[src/sv/exposure_gain_code_convert_top_assert.svh]
// Assertion macros for the exposure and gain code converter.
`ifndef EXPOSURE_GAIN_CODE_CONVERT_TOP_ASSERT_SVH
`define EXPOSURE_GAIN_CODE_CONVERT_TOP_ASSERT_SVH

// Same-cycle implication, sampled on clk, off during reset.
`define EGC_ASSERT_IMP(lbl, ante, cons, msg) \
  lbl: assert property (@(posedge clk) disable iff (rst) (ante) |-> (cons)) else $error(msg);

// Next-cycle implication, sampled on clk, off during reset.
`define EGC_ASSERT_NXT(lbl, ante, cons, msg) \
  lbl: assert property (@(posedge clk) disable iff (rst) (ante) |=> (cons)) else $error(msg);

`endif

[src/sv/egc_pkg.sv]
// Shared types and constants of the exposure and gain code converter.
package egc_pkg;

  localparam logic [15:0] LINE_MAX  = 16'hFFFF;
  localparam logic [15:0] LINE_MIN  = 16'd2;
  localparam logic [15:0] RATIO_MAX = 16'hFFFF;
  localparam logic [14:0] GAIN_LOW  = 15'd200;
  localparam logic [14:0] GAIN_HIGH = 15'd24000;
  localparam logic [14:0] GAIN_B1   = 15'd2000;
  localparam logic [14:0] GAIN_B2   = 15'd4000;
  localparam logic [14:0] GAIN_B3   = 15'd8000;
  localparam logic [14:0] GAIN_B4   = 15'd12000;
  localparam logic [11:0] RANGE_X1  = 12'h200;
  localparam logic [11:0] RANGE_X2  = 12'h280;
  localparam logic [11:0] RANGE_X4  = 12'h480;
  localparam logic [11:0] RANGE_X6  = 12'h680;
  localparam logic [11:0] RANGE_X12 = 12'hC80;
  localparam logic [11:0] CODE_TOP  = 12'hDFF;
  // floor(n/3) = (n*RECIP3)>>17 for n below 2^15
  localparam logic [15:0] RECIP3    = 16'd43691;
  // floor(n/125) = (n*RECIP125)>>24 for n below 2^17
  localparam logic [17:0] RECIP125  = 18'd134218;

  localparam int CFG_IDX_W = 8;
  typedef enum logic [CFG_IDX_W-1:0] {
    CFG_PIXEL_CLOCK = 8'd0,
    CFG_LINE_TOTAL  = 8'd1,
    CFG_AGC_BASE    = 8'd2,
    CFG_ISO_BASE    = 8'd3
  } egc_cfg_idx_t;

  localparam int LINE_STEPS  = 16;
  localparam int GAIN_STEPS  = 15;
  localparam int LTIME_STEPS = 32;
  localparam int RATIO_STEPS = 16;

  // One restoring divider: partial remainder, divisor, dividend bits still
  // to shift in (MSB first), quotient so far, steps left.
  typedef struct packed {
    logic [31:0] rem;
    logic [31:0] den;
    logic [31:0] num;
    logic [31:0] quo;
    logic [5:0]  cnt;
  } egc_div_t;

  typedef struct packed {
    egc_div_t    a;
    egc_div_t    b;
    logic [23:0] t;
    logic [30:0] n3;
    logic        ovf1;
    logic        ovfg;
    logic        lsat;
    logic        rz;
    logic        gtop;
    logic        need3;
    logic [15:0] lines;
    logic [11:0] grange;
    logic [12:0] gq;
  } egc_item_t;

endpackage

[src/sv/egc_cell.sv]
// One pipeline cell: a single restoring divide step on each active divider.
module egc_cell import egc_pkg::*; (
  input  logic      clk,
  input  logic      rst,
  input  logic      in_valid,
  input  egc_item_t in_item,
  output logic      in_ready,
  output logic      out_valid,
  output egc_item_t out_item,
  input  logic      out_ready
);

  function automatic egc_div_t div_step(input egc_div_t s);
    logic [32:0] tmp;
    logic [32:0] diff;
    egc_div_t    r;
    r    = s;
    tmp  = {s.rem, s.num[31]};
    diff = tmp - {1'b0, s.den};
    if (s.cnt != 6'd0) begin
      r.num = {s.num[30:0], 1'b0};
      r.cnt = s.cnt - 6'd1;
      if (!diff[32]) begin
        r.rem = diff[31:0];
        r.quo = {s.quo[30:0], 1'b1};
      end else begin
        r.rem = tmp[31:0];
        r.quo = {s.quo[30:0], 1'b0};
      end
    end
    return r;
  endfunction

  egc_item_t item_next;

  always_comb begin
    item_next   = in_item;
    item_next.a = div_step(in_item.a);
    item_next.b = div_step(in_item.b);
  end

  assign in_ready = !out_valid || out_ready;

  always_ff @(posedge clk) begin
    if (rst) begin
      out_valid <= 1'b0;
    end else if (in_ready) begin
      out_valid <= in_valid;
    end
    if (in_ready && in_valid) begin
      out_item <= item_next;
    end
  end

endmodule

[config.mk]
export PLATFORM = sky130hd
export DESIGN_NAME = egc_cell
export DESIGN_NICKNAME = d
export VERILOG_FILES = /design/src/sv/exposure_gain_code_convert_top_assert.svh /design/src/sv/egc_pkg.sv /design/src/sv/egc_cell.sv
export SDC_FILE = /design/constraint.sdc
export NUM_CORES = 1
export LEC_CHECK = 0
export ABC_AREA = 1
export BUFFER_PORTS_ARGS = -buffer_cell sky130_fd_sc_hd__buf_2
export CAP_MARGIN = 20
export CORE_AREA = 2 2 287 289
export DETAILED_ROUTE_END_ITERATION = 7
export DIE_AREA = 0 0 289 291
export HOLD_SLACK_MARGIN = 0.06
export PLACE_DENSITY_LB_ADDON = 0.08
export SLEW_MARGIN = 10
export SYNTH_ARGS = -nofsm -noshare
export SYNTH_HDL_FRONTEND = slang
export SYNTH_SLANG_ARGS = --single-unit
[constraint.sdc]
create_clock -name clk -period 40.5 [get_ports clk]
set_input_delay 12.15 -clock clk [delete_from_list [all_inputs] [get_ports clk]]
set_output_delay 12.15 -clock clk [all_outputs]
set_load 0.005 [all_outputs]
## After elaboration in Yosys (flattened, before gate mapping)

Index checks and enable logic that the tools add are counted.

| word-level totals | value |
|---|---|
| flip-flop bits (word level) | 371 |
| bits in latches | 0 |
| bits in writable memories | 0 |
| bits in read-only memories | 0 |
| input port bits | 374 |
| output and inout bits | 372 |
| word-level logic and storage cells | 41 |
| memories kept | 0 |

| cells by class | value |
|---|---|
| add/subtract/negate cells | 4 |
| multipliers | 0 |
| div/mod/pow operators | 0 |
| $lt $le $gt $ge | 0 |
| equality and inequality tests | 0 |
| shifts and indexed selects | 0 |
| muxes and demuxes | 8 |
| bitwise logic cells | 0 |
| reduce and logical (&&, ||, !) cells | 5 |

Operator list:

| cell | count |
|---|---|
| $mux W70 | 2 |
| $mux W32 | 4 |
| $sub A33 B32 Y33 | 2 |
| $reduce_bool A6 Y1 | 2 |
| $sub A6 B1 Y6 const B | 2 |
| $mux W1 | 2 |
| $logic_and A1 B1 Y1 | 1 |
| $logic_not A1 Y1 | 1 |
| $logic_or A1 B1 Y1 | 1 |

## Depth between registers and ports, before layout

Gate-level depths: netlist of run 1.

| logic depth | value |
|---|---|
| depth after elaboration | 3 |
| gate-level depth with buffers | 19 |
| depth with buffers taken out | 18 |

## Worst setup path after synthesis of run 1

Ideal clock, no wire load.

| timing | value |
|---|---|
| path type | input port to flip-flop |
| start point | input port in_valid |
| end point | register out_item[0] in the netlist's numbering, enable pin |
| library setup time | 1.224 ns |
| arrival | 29.912 ns |
| required time | 39.276 ns |
| slack | 9.364 ns |
| stages on the path | 2 |
| path buffers | 0 |
| path through | inv_1 -> a21oi_1 |

| between the ends | value |
|---|---|
| longest elaborated chain between the ends | 1 |

Ends and longest elaborated chain:

| what | RTL line | RTL |
|---|---|---|
| from (decl) | egc_cell.sv:5 | `input logic in_valid,` |
| $logic_and A1 B1 Y1 | egc_cell.sv:50 | `if (in_ready && in_valid) begin` |
| to (signal assigned) | egc_cell.sv:51 | `out_item <= item_next;` |
| to (decl) | egc_cell.sv:9 | `output egc_item_t out_item,` |

No other way between the ends.
A chain may end at the register's enable or synchronous reset.

## Final worst setup path of run 1

| timing | value |
|---|---|
| start point | input port out_ready |
| end point | output port in_ready |

| between the ends | value |
|---|---|
| longest elaborated chain between the ends | 1 |

Ends and longest elaborated chain:

| what | RTL line | RTL |
|---|---|---|
| from (decl) | egc_cell.sv:10 | `input logic out_ready` |
| $logic_or A1 B1 Y1 | egc_cell.sv:42 | `assign in_ready = !out_valid \|\| out_ready;` |
| to (decl) | egc_cell.sv:7 | `output logic in_ready,` |

No other way between the ends.

==> metrics.csv, run 1 <==
stage,metric,value,unit
critical_path,criticalPathCategory,in2out,
power_and_ir_drop,pwr_density_cell,40.68,mW/mm2
critical_path,critical_path_cell_by_cell,"buf_2, inv_1, nand2_1, buf_2",
logic_synthesis,synth_compound_area_share,1.960,%
logic_synthesis,synth.yosys.warnings,0,
clock_network,cts.clk_slew.worst_paths,0.05,ns
sta,finalHoldViolCount,0,
sta,slew-limit-headroom,22.84,%
detailed_routing,ant_nets,0,
sta,timing.final.crit_share,61.02,%
logic_synthesis,yosys.area_share.simple,28.18,%
critical_path,cp.arrival,12.56,ns
logic_synthesis,synthAdderAreaFrac,4.306,%
critical_path,required,28.35,ns
logic_synthesis,muxShareOfSynthArea,0,%
critical_path,critPathSlowestCell,buf_2,
layout,design_area_final,0.02656,mm2
global_route,antenna_found_initial,32,
detailed_routing,avgViaCountPerCell,4.305,
layout,area.growth.synth_to_final,32.10,%
sta,final-max-slew-violation-count,0,
global_route,grt_max_degree,149,
sta,final_sum_of_negative_setup_slack,0,ns
logic_synthesis,avgSynthCellArea,8.427,um2
die,full_die_area,0.08410,mm2
clock_network,clk-insertion-delay-late,0.58,ns
detailed_routing,wl,86080,um
global_route,grt_overflow,0,
clock_network,postCtsHoldBufs,0,
critical_path,critical_path_peak_fanout,2,
sta,setup_viol,0,
clock_network,post_cts_resize_count,0,
logic_synthesis,synthXorXnorAreaFrac,1.394,%
logic_synthesis,synthDistinctLibCells,34,
sta,worstMarginPinSlew,1.157,ns
sta,setup_repair_after_global_routing_missed_its_margin,no,
sta,skew,0.009198,ns
clock_network,cts_buffers,48,
logic_synthesis,syn_area,0.02011,mm2
power_and_ir_drop,power,1.081,mW
placed_design,globalplace.congestion,0.9328,
critical_path,critPathCaptureType,primary output,
critical_path,critical-path-top-cell-by-count,buf_2,
clock_network,number_of_buffers_between_clock_root_and_the_deepest_sink,3,
die,pin_count,746,
global_route,via_count_of_the_first_global_routing_pass,18456,
placed_design,dpl.hpwl,68770,um
placed_design,buffer_ports.inserted,745,
die,dieHeight,291,um
logic_synthesis,synthesis.nets,2828,
die,number_of_core_rows,105,
logic_synthesis,ys_ff_latch,371,
logic_synthesis,synth.yosys.seq_area_share,55.36,%
outcome,outcome,"complete, no violations",
layout,nNetsFinal,3579,
clock_network,cts_sinks,371,
die,design.core.area,0.08119,mm2
die,die_width,289,um
clock_network,cts_post_setup_buffers_inserted,0,
detailed_routing,first_iter_violations,1080,
flow_run,maxCapViolations,0,
sta,fmaxAchievable,40.47,MHz
clock_network,cts-root-buf,clkbuf_16,
power_and_ir_drop,vdd.ir_drop.worst,0.02624,mV
detailed_routing,remaining_drc_errors,0,
logic_synthesis,syn_inst,2386,
detailed_routing,vias,18317,
critical_path,startpoint_type,input pin,
clock_network,htreeDepth,2,
critical_path,crit_buf_inv,3,
die,floorplan.initialDensity,24.76,%
clock_network,cts_tree,done,
power_and_ir_drop,p_leak,13.53,nW
sta,final_critical_period,24.71,ns
global_route,grt_first_pass_wirelength,122600,um
critical_path,critPathTopFamily,buffers and inverters,
placed_design,placement.cell_area,0.02498,mm2
logic_synthesis,synth_top_family_by_area,simple AND/OR/NAND/NOR gates,
detailed_routing,routedWlPerCell,20.23,um
detailed_routing,drt-pass1-iter-count,5,
critical_path,worst_path_largest_cell_delay,0.13,ns
layout,layout-drive-gt1-share,26.94,%
global_route,grt_util_all_layers,19.72,%
layout,postLayoutCoreUtil,32.72,%
sta,worst_hold_slack,0.5474,ns
min_path,min-delay-path-class,reg2reg,
==> worst min-delay path, stage by stage, from the launching register on <==
cell,delay [ns]
dfxtp_1,0.35
nand2_1,0.10
a21oi_1,0.06
==> cell usage in the layout (no fill, tap or decap), drive strengths merged <==
cell type,count
nand3,126
nand3b,26
xor2,19
o21ai,20
bufinv,4
buf,756
fa,2
diode,11
a21o,4
nor3,6
and2,6
xnor2,13
o21bai,3
clkbuf,66
ha,66
inv,391
o21a,1
edfxtp,370
nor2,102
dfxtp,1
a21oi,46
nand2,1107
clkinv,18
or2,3
nand4,18
==> registers in the layout, indices dropped and copies added, names as in the netlist <==
register / cells
out_item: 370
out_valid: 1
==> cells in the mapped netlist, drive strengths merged <==
| library cell | number | share of area, % |
|---|---|---|
| inv | 392 | 7.3 |
| a21oi | 46 | 1.2 |
| buf | 34 | 1.1 |
| xor2 | 19 | 0.83 |
| fa | 2 | 0.20 |
| and2 | 6 | 0.19 |
| ha | 66 | 4.1 |
| dfxtp | 1 | 0.10 |
| or2 | 3 | 0.093 |
| nand3 | 126 | 3.2 |
| o21bai | 3 | 0.11 |
| edfxtp | 370 | 55 |
| nand3b | 26 | 0.97 |
| a21o | 4 | 0.15 |
| nand2 | 1107 | 21 |
| xnor2 | 13 | 0.57 |
| o21a | 1 | 0.037 |
| nor3 | 6 | 0.17 |
| nand4 | 18 | 0.56 |
| nor2 | 102 | 2.0 |
| clkbuf | 21 | 0.39 |
| o21ai | 20 | 0.50 |
==> kinds of logic (layout without fill, tap and decap cells) <==
logic type / after synthesis / count (layout)
and+or+nand+nor: 1394 / 1394
buffers and inverters: 447 / 1235
DFF: 371 / 371
AOI/OAI and AO/OA: 74 / 74
adders and majority gates: 68 / 68
xor gates and xnor gates: 32 / 32
other: 0 / 11
==> through the flow <==
step	worst slack (ns)	instances
floorplan	9.364	2386
global placement	15.76	4156
detailed placement	15.79	4156
CTS	15.78	4243
global route	15.75	4251
finish	15.79	4255
==> area by class of cell <==
cell class              count  area, um2
clock buffers              66       1290
repair buffers            756       3844
diodes                     11      27.53
well taps                1070       1339
flip-flops and latches    371      11130
clock inverters            21      234.0
inverters                 392       1473
fillers                  8837      54630
multi-input cells        1568       7224
==> layer usage <==
layer | vias to the layer above | routed length [um] | global-route usage, %
li1 | 9022 | - | -
met4 | 14 | 2991 | 6.814
met2 | 640 | 40100 | 32.64
met5 | - | 87 | 0
met1 | 8501 | 35640 | 24.23
met3 | 140 | 7257 | 5.917
==> path summary, 6_finish.rpt <==
kind	to	slack (ns)	from	cells past startpoint
setup / recovery	in_ready	15.79	out_ready	4
hold / removal	out_valid$_SDFFE_PP0N_	0.55	out_valid$_SDFFE_PP0N_	2
setup reg to reg	out_item[136]$_DFFE_PP_	37.25	out_valid$_SDFFE_PP0N_	4
hold reg to reg	out_valid$_SDFFE_PP0N_	0.55	out_valid$_SDFFE_PP0N_	2
==> report_power, final <==
| part | switching [mW] | internal [mW] | leakage [nW] |
|---|---|---|---|
| Clock | 0.172 | 0.248 | 0.737 |
| Sequential | 0.00693 | 0.458 | 3.58 |
| Combinational | 0.126 | 0.0694 | 9.21 |
Power figures use the tool's default switching activity.
==> run 2, diff against run 1 <==
--- a/config.mk
+++ b/config.mk
@@ -8,9 +8,9 @@
 export ABC_AREA = 1
 export BUFFER_PORTS_ARGS = -buffer_cell sky130_fd_sc_hd__buf_2
 export CAP_MARGIN = 20
-export CORE_AREA = 2 2 287 289
+export CORE_AREA = 2 2 288 290
 export DETAILED_ROUTE_END_ITERATION = 7
-export DIE_AREA = 0 0 289 291
+export DIE_AREA = 0 0 290 292
 export HOLD_SLACK_MARGIN = 0.06
 export PLACE_DENSITY_LB_ADDON = 0.08
 export SLEW_MARGIN = 10
==> constraint.sdc (replaced) <==
create_clock -name clk -period 22.1 [get_ports clk]
set_input_delay 6.63 -clock clk [delete_from_list [all_inputs] [get_ports clk]]
set_output_delay 6.63 -clock clk [all_outputs]
set_load 0.005 [all_outputs]
==> metrics.csv, run 2 (synthesis gave the netlist of run 1 again) <==
stage,metric,value,unit,change
layout,layout-drive-gt1-share,27.04,%,+0.10 points
power_and_ir_drop,pwr_density_cell,73.72,mW/mm2,+81%
layout,registers.top_by_ff_count,out_item,,
layout,multi_input_logic_area,0.007224,mm2,unchanged
sta,timing.final.crit_share,62.33,%,
die,number_of_core_rows,105,,unchanged
global_route,grt_util_all_layers,19.13,%,-0.58 points
sta,fin_ws,8.324,ns,-7.463 ns
sta,slew-limit-headroom,28.24,%,+5.4 points
sta,final-max-slew-violation-count,0,,unchanged
sta,final_critical_period,13.78,ns,
layout,area.growth.synth_to_final,31.54,%,
layout,layout.cells.most_common,nand2_1,,
critical_path,cp.arrival,7.15,ns,-5.41 ns
die,dieHeight,292,um,+0.34%
clock_network,cts_buffers,45,,-6.3%
layout,final.fill_count,8770,,-0.76%
placed_design,placement.cell_area,0.02499,mm2,about the same
die,full_die_area,0.08468,mm2,+0.69%
placed_design,preCtsSetupSlack,8.322,ns,-7.464 ns
layout,largest_register_ffs,370,,unchanged
die,design.core.area,0.08158,mm2,+0.49%
layout,nNetsFinal,3576,,-0.084%
critical_path,critPathCaptureType,primary output,,
global_route,antenna_found_initial,30,,-6.3%
placed_design,globalplace.congestion,0.9748,,+4.5%
clock_network,number_of_buffers_between_clock_root_and_the_deepest_sink,3,,unchanged
layout,layout.cells.most_common_list,"nand2_1 (1089), buf_2 (745), inv_1 (388)",,
layout,finish.cell_count_without_fillers,4244,,-0.26%
outcome,outcome,"complete, no violations",,
flow_run,maxCapViolations,0,,unchanged
sta,setup_repair_after_global_routing_missed_its_margin,no,,
min_path,min-delay-path-class,reg2reg,,
layout,largest_registers,"out_item (370), out_valid (1)",,
sta,finalHoldViolCount,0,,unchanged
die,floorplan.initialDensity,24.65,%,-0.12 points
clock_network,post_cts_resize_count,0,,unchanged
detailed_routing,remaining_drc_errors,0,,unchanged
clock_network,clk-insertion-delay-late,0.60,ns,+0.02 ns
detailed_routing,drt-pass1-iter-count,5,,unchanged
detailed_routing,wl,83530,um,-3.0%
sta,fmaxAchievable,72.59,MHz,
sta,worstMarginPinSlew,1.076,ns,-0.08103 ns
power_and_ir_drop,p_leak,13.48,nW,-0.37%
sta,skew,0.02437,ns,+0.01518 ns
global_route,grt_first_pass_wirelength,121000,um,-1.3%
sta,setup_viol,0,,unchanged
die,die_width,290,um,+0.35%
layout,seqCellArea,0.01113,mm2,unchanged
placed_design,dpl.hpwl,67160,um,-2.3%
clock_network,postCtsHoldBufs,0,,unchanged
global_route,grt_overflow,0,,unchanged
clock_network,cts_sinks,371,,unchanged
layout,design_area_final,0.02645,mm2,-0.42%
global_route,via_count_of_the_first_global_routing_pass,18195,,-1.4%
clock_network,cts.clk_slew.worst_paths,0.06,ns,about the same
critical_path,required,15.47,ns,-12.88 ns
detailed_routing,first_iter_violations,1080,,unchanged
power_and_ir_drop,vdd.ir_drop.worst,0.04645,mV,+77%
placed_design,numPlacedInstances,4157,,+0.024%
detailed_routing,avgViaCountPerCell,4.311,,+0.14%
critical_path,critical_path_peak_fanout,2,,unchanged
critical_path,criticalPathCategory,in2out,,
die,pin_count,746,,unchanged
detailed_routing,vias,18296,,-0.11%
clock_network,cts-root-buf,clkbuf_16,,
critical_path,startpoint_type,input pin,,
clock_network,htreeDepth,2,,unchanged
clock_network,cts_tree,done,,
placed_design,buffer_ports.inserted,745,,unchanged
global_route,grt_max_degree,161,,+8.1%
sta,final_sum_of_negative_setup_slack,0,ns,unchanged
detailed_routing,routedWlPerCell,19.68,um,-2.7%
detailed_routing,ant_nets,0,,unchanged
clock_network,cts_post_setup_buffers_inserted,0,,unchanged
run 2: cell types whose count changed in the layout (fill, tap and decap cells not counted), sizes merged:
cell and delta:
clkbuf -8, clkinv -8, clkinvlp +2, diode +1, inv +2
run 2: metal layers:
metal / track usage [%] / part of all wire (%) / routed length, um
met1: 23.07 / 41 / 34560
met2: 31.88 / 47 / 39390
met4: 6.860 / 3.4 / 2830
met5: 0 / 0.11 / 89
met3: 6.264 / 8.0 / 6664
run 2: worst max-delay path, cell delays in order:
cell	delay, ns
buf_2	0.12
inv_1	0.11
nand2_1	0.09
buf_2	0.19
run 2: final timing paths:
kind,start,endpoint,slack (ns),depth (start not counted)
worst max-delay path,out_ready,in_ready,8.32,4
worst min-delay path,out_valid$_SDFFE_PP0N_,out_valid$_SDFFE_PP0N_,0.64,2
worst max register to register,out_valid$_SDFFE_PP0N_,out_item[24]$_DFFE_PP_,18.67,3
worst min register to register,out_valid$_SDFFE_PP0N_,out_valid$_SDFFE_PP0N_,0.64,2
run 2: cell type report:
type	instances	share of cell area [%]
inverters	392	5.573
well taps	1070	5.062
multi-input cells	1568	27.31
clock inverters	17	0.7995
flip-flops and latches	371	42.08
repair buffers	756	14.46
diodes	12	0.1135
clock buffers	58	4.598
run 2: where the power goes:
part | internal, mW | total (mW) | switching [mW]
registers | 0.839 | 0.852 | 0.0125
clock network | 0.433 | 0.741 | 0.308
logic | 0.127 | 0.357 | 0.230
total | 1.40 | 1.95 | 0.550
run 2: stage by stage:
step | util [%] | hold slack, ns | power (mW)
2_1_floorplan | - | 0.5196 | 1.069
3_3_place_gp | 30.63 | 0.6227 | 1.226
3_5_place_dp | 30.63 | 0.6170 | 1.226
4_1_cts | 32.38 | 0.6266 | 1.985
5_1_grt | 32.41 | 0.6366 | 2.053
6_report | 32.42 | 0.6379 | 1.950
